## src/rtl/core/assert_macros.svh

```systemverilog
// Assertion macros shared by the decoder RTL.
// No dependencies; the bodies compile away when SYNTHESIS is defined.
`ifndef ASSERT_MACROS_SVH
`define ASSERT_MACROS_SVH

`ifndef SYNTHESIS
// Check a property on every rising clock edge outside of reset.
`define ASSERT_PROP(label, clk, rst_n, prop) \
  label: assert property (@(posedge clk) disable iff (!rst_n) (prop)) \
    else $error("assertion failed");
// Check that a condition never holds outside of reset.
`define ASSERT_NEVER(label, clk, rst_n, expr) \
  `ASSERT_PROP(label, clk, rst_n, !(expr))
`else
`define ASSERT_PROP(label, clk, rst_n, prop)
`define ASSERT_NEVER(label, clk, rst_n, expr)
`endif

`endif

```

## src/rtl/core/lzbd_pkg.sv

```systemverilog
// Shared types and constants of the LZ back-reference byte decoder.
// No dependencies; used by every module of the decoder.
package lzbd_pkg;

  // Default sizes.
  localparam int unsigned WINDOW_DEPTH_DEF     = 256;
  localparam int unsigned BYTES_PER_RESULT_DEF = 8;
  localparam int unsigned CMD_DEPTH            = 4;
  localparam int unsigned COUNT_W              = 4;

  // Token codes.
  localparam logic [7:0] END_TOKEN = 8'hFF;
  localparam logic [7:0] REF_FLAG  = 8'h80;

  // Parser phase.
  typedef enum logic [1:0] {
    PH_TOKEN,
    PH_DIST,
    PH_LEN
  } phase_e;

  // Command kinds passed from the parser to the copy engine.
  typedef enum logic [1:0] {
    CMD_LIT,
    CMD_END,
    CMD_BAD,
    CMD_COPY
  } cmd_kind_e;

  // One command: literal byte or distance in data, copy length in len.
  typedef struct packed {
    cmd_kind_e  kind;
    logic [7:0] data;
    logic [7:0] len;
  } cmd_t;

  // Copy engine state.
  typedef enum logic [1:0] {
    EN_IDLE,
    EN_READ,
    EN_WRITE,
    EN_EMIT
  } engine_e;

endpackage

```

## src/rtl/core/lzbd_cmd_fifo.sv

```systemverilog
// Short command queue between the parser and the copy engine.
// Depends on lzbd_pkg for the command type and the queue depth.
module lzbd_cmd_fifo (
  input  logic          clk_i,
  input  logic          rst_ni,
  input  logic          push_i,
  input  lzbd_pkg::cmd_t data_i,
  input  logic          pop_i,
  output lzbd_pkg::cmd_t data_o,
  output logic          full_o,
  output logic          empty_o
);
  import lzbd_pkg::*;

  localparam int unsigned PW = $clog2(CMD_DEPTH);

  cmd_t          slot_q [CMD_DEPTH];
  logic [PW-1:0] wr_ptr_q, wr_ptr_d;
  logic [PW-1:0] rd_ptr_q, rd_ptr_d;
  logic [PW:0]   count_q, count_d;
  logic          do_push, do_pop;

  // Handshake qualifiers.
  assign do_push = push_i && !full_o;
  assign do_pop  = pop_i && !empty_o;
  assign full_o  = (count_q == (PW+1)'(CMD_DEPTH));
  assign empty_o = (count_q == '0);
  assign data_o  = slot_q[rd_ptr_q];

  // Pointer and fill count update.
  always_comb begin
    wr_ptr_d = do_push ? wr_ptr_q + 1'b1 : wr_ptr_q;
    rd_ptr_d = do_pop ? rd_ptr_q + 1'b1 : rd_ptr_q;
    count_d  = count_q;
    if (do_push && !do_pop) begin
      count_d = count_q + 1'b1;
    end else if (do_pop && !do_push) begin
      count_d = count_q - 1'b1;
    end
  end

  always_ff @(posedge clk_i or negedge rst_ni) begin
    if (!rst_ni) begin
      wr_ptr_q <= '0;
      rd_ptr_q <= '0;
      count_q  <= '0;
    end else begin
      wr_ptr_q <= wr_ptr_d;
      rd_ptr_q <= rd_ptr_d;
      count_q  <= count_d;
    end
  end

  // Storage slots need no reset.
  always_ff @(posedge clk_i) begin
    if (do_push) begin
      slot_q[wr_ptr_q] <= data_i;
    end
  end

endmodule

```

## src/rtl/core/lzbd_parser.sv

```systemverilog
// Front end of the decoder: parses token, distance and length bytes into commands.
// Depends on lzbd_pkg; also tracks how many bytes the stream has produced.
module lzbd_parser #(
  parameter int unsigned WINDOW_DEPTH = lzbd_pkg::WINDOW_DEPTH_DEF
) (
  input  logic           clk_i,
  input  logic           rst_ni,
  input  logic           accept_i,
  input  logic [7:0]     in_byte_i,
  output logic           cmd_push_o,
  output lzbd_pkg::cmd_t cmd_o
);
  import lzbd_pkg::*;

  localparam int unsigned PCW = $clog2(WINDOW_DEPTH) + 1;
  localparam logic [PCW-1:0] PC_MAX = PCW'(WINDOW_DEPTH);

  phase_e         phase_q, phase_d;
  logic [7:0]     dist_q, dist_d;
  logic [PCW-1:0] pc_q, pc_d;
  logic [PCW:0]   pc_sum;

  // Produced count after a copy of in_byte_i bytes, before saturation.
  assign pc_sum = {1'b0, pc_q} + (PCW+1)'(in_byte_i);

  // Next phase and command generation.
  always_comb begin
    phase_d    = phase_q;
    dist_d     = dist_q;
    pc_d       = pc_q;
    cmd_push_o = 1'b0;
    cmd_o      = '{kind: CMD_LIT, data: in_byte_i, len: in_byte_i};
    if (accept_i) begin
      unique case (phase_q)
        PH_DIST: begin
          dist_d  = in_byte_i;
          phase_d = PH_LEN;
        end
        PH_LEN: begin
          phase_d = PH_TOKEN;
          if (dist_q == '0 || PCW'(dist_q) > pc_q) begin
            cmd_push_o = 1'b1;
            cmd_o      = '{kind: CMD_BAD, data: dist_q, len: in_byte_i};
          end else if (in_byte_i != '0) begin
            cmd_push_o = 1'b1;
            cmd_o      = '{kind: CMD_COPY, data: dist_q, len: in_byte_i};
            pc_d       = (pc_sum > {1'b0, PC_MAX}) ? PC_MAX : pc_sum[PCW-1:0];
          end
        end
        default: begin
          // Token phase; the unused phase code behaves the same way.
          phase_d = PH_TOKEN;
          if (in_byte_i == END_TOKEN) begin
            cmd_push_o = 1'b1;
            cmd_o      = '{kind: CMD_END, data: in_byte_i, len: in_byte_i};
            pc_d       = '0;
            dist_d     = '0;
          end else if ((in_byte_i & REF_FLAG) != '0) begin
            phase_d = PH_DIST;
          end else begin
            cmd_push_o = 1'b1;
            pc_d       = (pc_q == PC_MAX) ? pc_q : pc_q + 1'b1;
          end
        end
      endcase
    end
  end

  always_ff @(posedge clk_i or negedge rst_ni) begin
    if (!rst_ni) begin
      phase_q <= PH_TOKEN;
      dist_q  <= '0;
      pc_q    <= '0;
    end else begin
      phase_q <= phase_d;
      dist_q  <= dist_d;
      pc_q    <= pc_d;
    end
  end

endmodule

```

## src/rtl/core/lzbd_copy_engine.sv

```systemverilog
// Back end of the decoder: carries out commands against the history memory
// and packs output bytes into results. Depends on lzbd_pkg.
module lzbd_copy_engine #(
  parameter int unsigned WINDOW_DEPTH     = lzbd_pkg::WINDOW_DEPTH_DEF,
  parameter int unsigned BYTES_PER_RESULT = lzbd_pkg::BYTES_PER_RESULT_DEF
) (
  input  logic                            clk_i,
  input  logic                            rst_ni,
  input  logic                            cmd_valid_i,
  input  lzbd_pkg::cmd_t                  cmd_i,
  output logic                            cmd_pop_o,
  input  logic                            pop_i,
  output logic                            empty_o,
  output logic [8*BYTES_PER_RESULT-1:0]   out_bytes_o,
  output logic [lzbd_pkg::COUNT_W-1:0]    byte_count_o,
  output logic                            last_of_run_o,
  output logic                            stream_end_o,
  output logic                            bad_reference_o
);
  import lzbd_pkg::*;

  localparam int unsigned AW = $clog2(WINDOW_DEPTH);
  localparam int unsigned CW = $clog2(BYTES_PER_RESULT + 1);
  localparam int unsigned DW = 8 * BYTES_PER_RESULT;
  localparam logic [CW-1:0] FILL_LAST = CW'(BYTES_PER_RESULT - 1);
  localparam logic [AW-1:0] WP_LAST   = AW'(WINDOW_DEPTH - 1);
  localparam logic [AW-1:0] WIN_SIZE  = AW'(WINDOW_DEPTH);

  engine_e       state_q, state_d;
  logic [AW-1:0] wp_q, wp_d;
  logic [AW-1:0] src_q, src_d;
  logic [7:0]    rem_q, rem_d;
  logic [DW-1:0] acc_q, acc_d;
  logic [CW-1:0] fill_q, fill_d;
  logic          last_q, last_d;
  logic          end_q, end_d;
  logic          bad_q, bad_d;
  logic [7:0]    rd_q;
  logic [7:0]    hist_q [WINDOW_DEPTH];
  logic          mem_we;
  logic [7:0]    mem_wdata;
  logic          out_load;

  // Output register state.
  logic                 ov_q, ov_d;
  logic [DW-1:0]        ob_q;
  logic [COUNT_W-1:0]   oc_q;
  logic                 ol_q, oe_q, obad_q;

  // Sequencer: next state, history writes and result packing.
  always_comb begin
    state_d   = state_q;
    wp_d      = wp_q;
    src_d     = src_q;
    rem_d     = rem_q;
    acc_d     = acc_q;
    fill_d    = fill_q;
    last_d    = last_q;
    end_d     = end_q;
    bad_d     = bad_q;
    mem_we    = 1'b0;
    mem_wdata = cmd_i.data;
    cmd_pop_o = 1'b0;
    out_load  = 1'b0;
    unique case (state_q)
      EN_IDLE: begin
        if (cmd_valid_i) begin
          cmd_pop_o = 1'b1;
          acc_d     = '0;
          fill_d    = '0;
          last_d    = 1'b1;
          end_d     = 1'b0;
          bad_d     = 1'b0;
          state_d   = EN_EMIT;
          case (cmd_i.kind)
            CMD_LIT: begin
              mem_we = 1'b1;
              wp_d   = (wp_q == WP_LAST) ? '0 : wp_q + 1'b1;
              acc_d  = DW'(cmd_i.data);
              fill_d = CW'(1);
            end
            CMD_END: begin
              wp_d  = '0;
              end_d = 1'b1;
            end
            CMD_BAD: begin
              bad_d = 1'b1;
            end
            default: begin
              // Copy: source trails the write pointer by the distance.
              src_d   = (wp_q >= AW'(cmd_i.data)) ? wp_q - AW'(cmd_i.data)
                                                  : wp_q + WIN_SIZE - AW'(cmd_i.data);
              rem_d   = cmd_i.len;
              last_d  = 1'b0;
              state_d = EN_READ;
            end
          endcase
        end
      end
      EN_READ: begin
        state_d = EN_WRITE;
      end
      EN_WRITE: begin
        // The byte read last cycle goes to history and into the result.
        mem_we    = 1'b1;
        mem_wdata = rd_q;
        wp_d      = (wp_q == WP_LAST) ? '0 : wp_q + 1'b1;
        src_d     = (src_q == WP_LAST) ? '0 : src_q + 1'b1;
        rem_d     = rem_q - 1'b1;
        acc_d     = acc_q | (DW'(rd_q) << {fill_q, 3'b000});
        fill_d    = fill_q + 1'b1;
        if (fill_q == FILL_LAST || rem_q == 8'd1) begin
          last_d  = (rem_q == 8'd1);
          state_d = EN_EMIT;
        end else begin
          state_d = EN_READ;
        end
      end
      EN_EMIT: begin
        if (!ov_q || pop_i) begin
          out_load = 1'b1;
          acc_d    = '0;
          fill_d   = '0;
          state_d  = last_q ? EN_IDLE : EN_READ;
        end
      end
    endcase
  end

  // Output register valid flag.
  always_comb begin
    ov_d = ov_q;
    if (out_load) begin
      ov_d = 1'b1;
    end else if (pop_i) begin
      ov_d = 1'b0;
    end
  end

  always_ff @(posedge clk_i or negedge rst_ni) begin
    if (!rst_ni) begin
      state_q <= EN_IDLE;
      wp_q    <= '0;
      ov_q    <= 1'b0;
    end else begin
      state_q <= state_d;
      wp_q    <= wp_d;
      ov_q    <= ov_d;
    end
  end

  // Working payload registers.
  always_ff @(posedge clk_i) begin
    src_q  <= src_d;
    rem_q  <= rem_d;
    acc_q  <= acc_d;
    fill_q <= fill_d;
    last_q <= last_d;
    end_q  <= end_d;
    bad_q  <= bad_d;
    if (out_load) begin
      ob_q   <= acc_q;
      oc_q   <= COUNT_W'(fill_q);
      ol_q   <= last_q;
      oe_q   <= end_q;
      obad_q <= bad_q;
    end
  end

  // History memory: one write port, one registered read port.
  always_ff @(posedge clk_i) begin
    if (mem_we) begin
      hist_q[wp_q] <= mem_wdata;
    end
    rd_q <= hist_q[src_q];
  end

  assign empty_o         = !ov_q;
  assign out_bytes_o     = ob_q;
  assign byte_count_o    = oc_q;
  assign last_of_run_o   = ol_q;
  assign stream_end_o    = oe_q;
  assign bad_reference_o = obad_q;

endmodule

```

## src/rtl/core/lz_backref_byte_decoder_core.sv

```systemverilog
// LZ back-reference byte decoder: top level with parser, command queue and copy engine.
// Depends on lzbd_pkg, lzbd_parser, lzbd_cmd_fifo, lzbd_copy_engine, assert_macros.svh.
// The parser takes one compressed byte per cycle while the four-entry command queue
// has room; reference token and distance bytes end there. The copy engine takes a
// literal, an end token or a rejected reference straight to result output, and for a
// copy reads each byte from the history memory and writes it back before the next
// read, emitting a result each time one fills or the copy ends.
// The history needs no clearing after reset, so the block accepts items from the
// first cycle.
`include "assert_macros.svh"

module lz_backref_byte_decoder_core #(
  parameter int unsigned WINDOW_DEPTH     = lzbd_pkg::WINDOW_DEPTH_DEF,
  parameter int unsigned BYTES_PER_RESULT = lzbd_pkg::BYTES_PER_RESULT_DEF
) (
  input  logic                          clk_i,
  input  logic                          rst_ni,
  input  logic                          push,
  output logic                          full,
  input  logic [7:0]                    in_byte_i,
  output logic                          empty,
  input  logic                          pop,
  output logic [8*BYTES_PER_RESULT-1:0] out_bytes_o,
  output logic [lzbd_pkg::COUNT_W-1:0]  byte_count_o,
  output logic                          last_of_run_o,
  output logic                          stream_end_o,
  output logic                          bad_reference_o
);
  import lzbd_pkg::*;

  logic accept;
  logic cmd_push;
  cmd_t cmd_in;
  cmd_t cmd_out;
  logic cmd_full;
  logic cmd_empty;
  logic cmd_pop;

  // Input handshake: the queue's room decides acceptance.
  assign full   = cmd_full;
  assign accept = push && !cmd_full;

  // Front end.
  lzbd_parser #(
    .WINDOW_DEPTH(WINDOW_DEPTH)
  ) u_parser (
    .clk_i      (clk_i),
    .rst_ni     (rst_ni),
    .accept_i   (accept),
    .in_byte_i  (in_byte_i),
    .cmd_push_o (cmd_push),
    .cmd_o      (cmd_in)
  );

  // Queue between front and back.
  lzbd_cmd_fifo u_cmd_fifo (
    .clk_i   (clk_i),
    .rst_ni  (rst_ni),
    .push_i  (cmd_push),
    .data_i  (cmd_in),
    .pop_i   (cmd_pop),
    .data_o  (cmd_out),
    .full_o  (cmd_full),
    .empty_o (cmd_empty)
  );

  // Back end.
  lzbd_copy_engine #(
    .WINDOW_DEPTH    (WINDOW_DEPTH),
    .BYTES_PER_RESULT(BYTES_PER_RESULT)
  ) u_copy_engine (
    .clk_i           (clk_i),
    .rst_ni          (rst_ni),
    .cmd_valid_i     (!cmd_empty),
    .cmd_i           (cmd_out),
    .cmd_pop_o       (cmd_pop),
    .pop_i           (pop),
    .empty_o         (empty),
    .out_bytes_o     (out_bytes_o),
    .byte_count_o    (byte_count_o),
    .last_of_run_o   (last_of_run_o),
    .stream_end_o    (stream_end_o),
    .bad_reference_o (bad_reference_o)
  );

  // The parser only issues commands for accepted items, so it never overruns the queue.
  `ASSERT_NEVER(a_no_queue_overrun, clk_i, rst_ni, cmd_push && cmd_full)
  // A result never holds more bytes than fit in one item.
  `ASSERT_PROP(a_count_in_range, clk_i, rst_ni, !empty |-> byte_count_o <= BYTES_PER_RESULT)
  // A partly filled result is always the final one of its run.
  `ASSERT_PROP(a_partial_is_last, clk_i, rst_ni,
    (!empty && byte_count_o < BYTES_PER_RESULT) |-> last_of_run_o)
  // End and error reports carry no bytes and are never combined.
  `ASSERT_PROP(a_flag_results_empty, clk_i, rst_ni,
    (!empty && (stream_end_o || bad_reference_o)) |->
      (byte_count_o == '0 && !(stream_end_o && bad_reference_o)))

endmodule

```

## config.mk

```make
export PLATFORM = sky130hd
export DESIGN_NAME = lz_backref_byte_decoder_core
export DESIGN_NICKNAME = d
export VERILOG_FILES = /design/src/rtl/core/lzbd_pkg.sv /design/src/rtl/core/lzbd_cmd_fifo.sv /design/src/rtl/core/lzbd_parser.sv /design/src/rtl/core/lzbd_copy_engine.sv /design/src/rtl/core/lz_backref_byte_decoder_core.sv
export VERILOG_INCLUDE_DIRS = /design/src /design/src/rtl/core
export SDC_FILE = /design/constraint.sdc
export NUM_CORES = 2
export LEC_CHECK = 0
export ABC_AREA = 1
export BUFFER_PORTS_ARGS = -buffer_cell sky130_fd_sc_hd__buf_2
export CORE_ASPECT_RATIO = 0.8
export CORE_UTILIZATION = 52
export DETAILED_ROUTE_END_ITERATION = 16
export HOLD_SLACK_MARGIN = 0.1
export PLACE_DENSITY = 0.68
export SLEW_MARGIN = 20
export SYNTH_ARGS = -nofsm -noshare
export SYNTH_HDL_FRONTEND = slang
export SYNTH_HIERARCHICAL = 1
export SYNTH_SLANG_ARGS = --single-unit
```

## constraint.sdc

```tcl
create_clock -name clk_i -period 22.6 [get_ports clk_i]
set_input_delay 4.52 -clock clk_i [delete_from_list [all_inputs] [get_ports clk_i]]
set_output_delay 4.52 -clock clk_i [all_outputs]
set_load 0.05 [all_outputs]
```

After elaboration in Yosys (flattened, before gate mapping)
Memories as Yosys holds them, arrays and structs flattened. A register that Yosys moved wholly into a read port is not among the register bits.
Cells that the tools add are included.
- multiply operators: 0
- reduce and logical (&&, ||, !) cells: 32
- add/subtract/negate cells: 11
- eq/ne operators: 23
- muxes and demuxes: 70
- $lt $le $gt $ge: 2
- shift-type cells: 1
- bitwise logic cells: 4
- divide/modulo/power cells: 0
- operator list (kind ; number):
    case mux 64 bit (3 select lines) ; 1
    two-way mux 64 bit ; 2
    two-way mux 8 bit ; 10
    case mux 8 bit (2 select lines) ; 5
    bitwise OR 64 bit ; 1
    << shifter 8 x 7 -> 64 bit ; 1
    two-way mux 18 bit ; 3
    two-way mux 9 bit ; 6
    case mux 18 bit (2 select lines) ; 1
    two-way mux 1 bit ; 25
    == test 8 bit, second input constant ; 3
    case mux 9 bit (2 select lines) ; 1
    two-way mux 17 bit ; 1
    adder 8 x 1 -> 8 bit, second input constant ; 2
    AND reduction 3 bit ; 5
    case mux 4 bit (3 select lines) ; 1
    adder 9 x 8 -> 10 bit ; 1
    > comparator 10 x 9 -> 1 bit, second input constant ; 1
    two-way mux 2 bit ; 5
    adder 9 x 1 -> 9 bit, second input constant ; 1
    == test 9 bit, second input constant ; 1
    > comparator 8 x 9 -> 1 bit ; 1
    == test 2 bit, second input constant ; 4
    == test 8 x 1 -> 1 bit, second input constant ; 1
    32 further kinds ; 60
- latch bits: 0
- logic and storage cells: 166
- bits of input ports: 12
- register bits after elaboration: 195
- memory bits (writable): 2120
- memories: 2
- output and inout port bits: 73
- memory bits (read-only): 0
- memory list (memory ; depth ; bits a word ; read ports ; clocked after memory_dff ; wr ports ; RTL line ; RTL):
    u_copy_engine.hist_q ; 256 ; 8 ; 1 ; 1 ; 1 ; lzbd_copy_engine.sv:39 ; logic [7:0] hist_q [WINDOW_DEPTH];
    u_cmd_fifo.slot_q ; 4 ; 18 ; 1 ; 0 ; 1 ; lzbd_cmd_fifo.sv:17 ; cmd_t slot_q [CMD_DEPTH];

Depth between registers and ports, before layout
- depth in word-level cells: 10
- mapped depth: 22
- mapped depth without buffers: 22

Cells and area by module
Netlist, hierarchy kept.
- by module, submodules not included (module ; area each (µm²) ; cells each ; instances ; seq. area each (µm²)):
    lzbd_copy_engine ; 92182.2 ; 8292 ; 1 ; 66679.0
    lzbd_cmd_fifo ; 3337.0 ; 271 ; 1 ; 2337.2
    lzbd_parser ; 2158.3 ; 339 ; 1 ; 475.5
    lz_backref_byte_decoder_core ; 13.8 ; 3 ; 1 ; 0.0

Worst setup path before layout
No wires, ideal clock.
- path type: reg2reg
- start point: register u_copy_engine.state_q[1]
- end point: memory u_copy_engine.hist_q[0][7], data pin
- setup time: 2.189 ns
- setup slack: 9.280 ns
- stages on the path, launching flop included: 7
- buffers on the path: 2
- data required time: 20.411 ns
- arrival time: 11.131 ns
- clock period less this slack: 13.320 ns
- cells stage by stage: dfrtp_1 -> inv_1 -> nor2_2 -> inv_1 -> clkbuf_1 -> clkbuf_1 -> o21ai_0
- word-level cells in the longest chain between the ends: 2
- ends and longest elaborated chain (what ; RTL line ; RTL):
    start: declaration ; lzbd_copy_engine.sv:29 ; engine_e state_q, state_d;
    start signal: assignment ; lzbd_copy_engine.sv:146 ; state_q <= state_d;
    == test 2 bit ; lzbd_copy_engine.sv:65 ; unique case (state_q)
    two-way mux 8 bit ; lzbd_copy_engine.sv:65 ;
    net u_copy_engine.mem_wdata[7] ; lzbd_copy_engine.sv:41 ; logic [7:0] mem_wdata;
    end: declaration ; lzbd_copy_engine.sv:39 ;
The timed path passes the listed nets, and every way through them passes these cells.

Worst setup path in the final report
- start point: register u_cmd_fifo.count_q[1]
- end point: output port full
- word-level cells in the longest chain between the ends: 1
- ends and longest elaborated chain (what ; RTL line ; RTL):
    start: declaration ; lzbd_cmd_fifo.sv:20 ; logic [PW:0] count_q, count_d;
    start signal: assignment ; lzbd_cmd_fifo.sv:50 ; count_q <= count_d;
    == test 3 bit ; lzbd_cmd_fifo.sv:26 ; assign full_o = (count_q == (PW+1)'(CMD_DEPTH));
    end: declaration ; lz_backref_byte_decoder_core.sv:19 ; output logic full,
Every way passes these cells.

==> run_results.csv <==
group,metric,value,unit
route,wire_per_inst,22.0,µm
placed_design,pre_cts_ws,15400,ps
timing,final_max_slew_viol_count,0,
worst_setup_path,cpMostUsedCell,"inv_1",
layout,postLayoutCellArea,107000,µm²
route,drc_errors,0,
yosys,synth.area.mux_share,0,%
worst_setup_path,crit_path_end_kind,"output pin",
timing,finClkSkew,41.1,ps
clocking,htreeDepth,4,
timing,layout_min_cycle_time,6420,ps
power,leakagePower,39.1,nW
timing,fmax,156,MHz
placed_design,io_buffer_count,84,
route,drt_iter0_drc,8354,
clocking,cts_tree,"done",
timing,finalCritPeriodShare,28.4,%
layout,final_nets,8839,
worst_setup_path,crit_path_start_kind,"flip-flop",
clocking,cts.reportedPaths.clkPinSlew,60,ps
yosys,synthSimpleGateAreaFrac,19.2,%
timing,setup_ws,16180,ps
yosys,synth_compound_area_share,4.69,%
placed_design,dpl.cell_count,11100,
grt,antenna_found_initial,3,
floorplanning,die_h,390,µm
floorplanning,core,186000,µm²
layout,layout.cells.non_filler,11500,
layout,drive_gt1_share,6.19,%
yosys,ys_warn_count,6,
yosys,synth_seq_cells,2323,
route,vias,64900,
route,drt_wl_total,252000,µm
clocking,cts_buffers,214,
route,drt_first_pass_iters,8,
clocking,hold_buffers,0,
worst_setup_path,cp_max_fo,4,
placed_design,dp_hpwl,140000,µm
yosys,syn_area_per_cell,11.0,µm²
layout,area_delta_synth_final,9.09,%
yosys,synth_top_family_by_area,"simple AND/OR/NAND/NOR gates",
timing,setup_viol,0,
power,ir_drop,0.240,mV
timing,rsz0062_at_grt,"no",
power,power.density,148,nW/µm²
placed_design,dpl-instance-area,99900,µm²
worst_setup_path,critPathKind,"reg -> out",
clocking,clock_sinks,2323,
yosys,synth_top_cell_by_area,"edfxtp_1",
flow_run,drv_cap,0,
clocking,cts_setup_buffers,0,
grt,grt_max_degree,210,
yosys,syn_nets,8961,
worst_setup_path,worstPathCellList,"inv_1 -> nand3_1 -> inv_1 -> buf_2",
timing,setup_tns,0,ps
placed_design,place_congestion,0.898,
timing,maxSlewHeadroom,17.8,%
hold_path,hp-class,"reg -> reg",
grt,grt_pass1_vias,61200,
yosys,post-synth-top-area-fraction,70.0,%
yosys,synth_xor_area_share,0.134,%
yosys,syn_area,97700,µm²
yosys,synthTopCellsByArea,"edfxtp_1 (70%), nand2_1 (8.4%), nor2_1 (5.9%)",
timing,tightest_slew,1230,ps
yosys,yosysUniqueCellTypes,48,
layout,fillers,15100,
floorplanning,start_util,52.6,%
floorplanning,dieArea,190000,µm²
clocking,post_cts_resized,0,
yosys,syn_inst,8905,
floorplanning,die_x,487,µm
worst_setup_path,required,18080,ps
power,p_total,15.8,mW
worst_setup_path,crit_buf_inv,3,
worst_setup_path,cp_data_arrival_time,1900,ps
floorplanning,io_pins,85,
worst_setup_path,max_stage_delay,400,ps
yosys,synth_fa_ha_area_share,0.587,%
grt,grt-ovfl-total,0,
worst_setup_path,crit_family,"buffers and inverters",
worst_setup_path,cp_slowest_cell,"dfrtp_1",
clocking,insertion_delay,860,ps
outcome,outcome,"finished, final reports clean",
clocking,cts_buffer_depth,3,
timing,hold_viol,0,
grt,grtUsageTotal,26.5,%
grt,grt_pass1_wl,379000,µm
route,viasPerCell,5.66,
floorplanning,row_count,141,
yosys,yosysSeqAreaShare,71.1,%
route,drtAntennaViolNets,0,
clocking,cts-root-buf,"clkbuf_16",
where the power goes:
group          switching [mW]  total (mW)  internal (mW)
logic                    4.75        6.04           1.29
registers               0.157        6.26           6.11
clock network            1.58        3.47           1.89
path summary, 6_finish.rpt:
kind | from | endpoint | slack (ps) | depth (start not counted)
min in group asynchronous | rst_ni | u_copy_engine/ov_q$_DFFE_PN0P_ | 3850 | 1
hold reg to reg | u_copy_engine/bad_q$_DFFE_PP_ | u_copy_engine/bad_reference_o$_DFFE_PP_ | 420 | 0
hold / removal | u_copy_engine/bad_q$_DFFE_PP_ | u_copy_engine/bad_reference_o$_DFFE_PP_ | 420 | 0
setup reg to reg | u_copy_engine/src_q[0]$_DFFE_PP_ | u_copy_engine/rd_q[7]$_DFF_P_ | 16980 | 17
max in group asynchronous | rst_ni | u_parser/pc_q[7]$_DFFE_PN0P_ | 18100 | 1
setup / recovery | u_cmd_fifo/count_q[1]$_DFFE_PN0P_ | full | 16180 | 4
cells by family after synthesis:
group	Yosys count
flops	2323
fa+ha+maj	44
buf+inv	999
xor+xnor	15
compound gates	868
simple gates	4656
synth_stat cells, drive strengths merged:
| cell type | instances |
|---|---|
| dfxtp | 8 |
| nor4 | 3 |
| or2 | 47 |
| clkinv | 13 |
| a211oi | 3 |
| ha | 41 |
| o22ai | 14 |
| edfxtp | 2278 |
| xor2 | 9 |
| nor2 | 1548 |
| nand3b | 2 |
| o21ai | 550 |
| buf | 232 |
| clkbuf | 277 |
| dfrtp | 37 |
| nand4 | 12 |
| xnor2 | 6 |
| nor3 | 24 |
| nor3b | 1 |
| o21a | 1 |
| a21boi | 2 |
| nand3 | 817 |
| inv | 477 |
| o31ai | 1 |
| and3 | 5 |
| a31oi | 2 |
| nand2 | 2197 |
| a21oi | 222 |
| a2111oi | 1 |
| fa | 3 |
| o211ai | 72 |
registers in the layout (all words and copies together), names as in the netlist, 2 cells and up:
| name | cells |
|---|---|
| u_parser/dist_q | 8 |
| u_cmd_fifo/wr_ptr_q | 2 |
| u_cmd_fifo/slot_q | 72 |
| u_cmd_fifo/count_q | 3 |
| u_copy_engine/state_q | 2 |
| u_copy_engine/out_bytes_o | 64 |
| u_copy_engine/wp_q | 8 |
| u_copy_engine/byte_count_o | 4 |
| u_copy_engine/src_q | 8 |
| u_copy_engine/rem_q | 8 |
| u_parser/phase_q | 2 |
| u_parser/pc_q | 9 |
| u_copy_engine/fill_q | 4 |
| u_copy_engine/rd_q | 8 |
| u_cmd_fifo/rd_ptr_q | 2 |
| u_copy_engine/acc_q | 64 |
| u_copy_engine/hist_q | 2048 |
area by class of cell:
type                            instances  area, µm²  share of cell area [%]
Clock buffer                          275       5610                    5.26
Multi-Input combinational cell       5583      24200                    22.7
Antenna cell                            1       2.50                 0.00235
Tap cell                             2502       3130                    2.94
Inverter                              490       1870                    1.75
Timing Repair Buffer                  171       1220                    1.15
Clock inverter                        129       1050                   0.984
Sequential cell                      2323      69500                    65.2
metrics by stage:
stage                     util (%)  hold slack, ps
after global placement        53.8             407
after global routing          57.4             443
final                         57.4             418
after floorplan                  -             400
after detailed placement      53.8             405
after CTS                     57.4             420
routing by layer:
layer | track usage, % | vias to the layer above | part of all wire (%)
met1 | 38.4 | 31500 | 42
met3 | 5.33 | 423 | 10
met2 | 40.6 | 3006 | 45
met4 | 7.68 | 2 | 2.8
li1 | - | 30000 | -
met5 | 0 | - | 0.0051
cells in the final DEF (no fill, tap or decap), types with 14 or more instances in the layout:
cell type  instances
o22ai_1           14
edfxtp_1        2278
ha_1              41
or2_2             46
a21oi_1          222
o21ai_0          527
nand3_1          815
inv_1            463
clkinv_2          40
nand2_1         2185
o21ai_1           14
clkbuf_1          60
clkbuf_16        215
dfrtp_1           37
nor2_1          1539
buf_4             75
nor3_1            23
clkinv_1          68
buf_2             84
o211ai_1          70
Note: power is estimated with default switching activity, not from simulation.
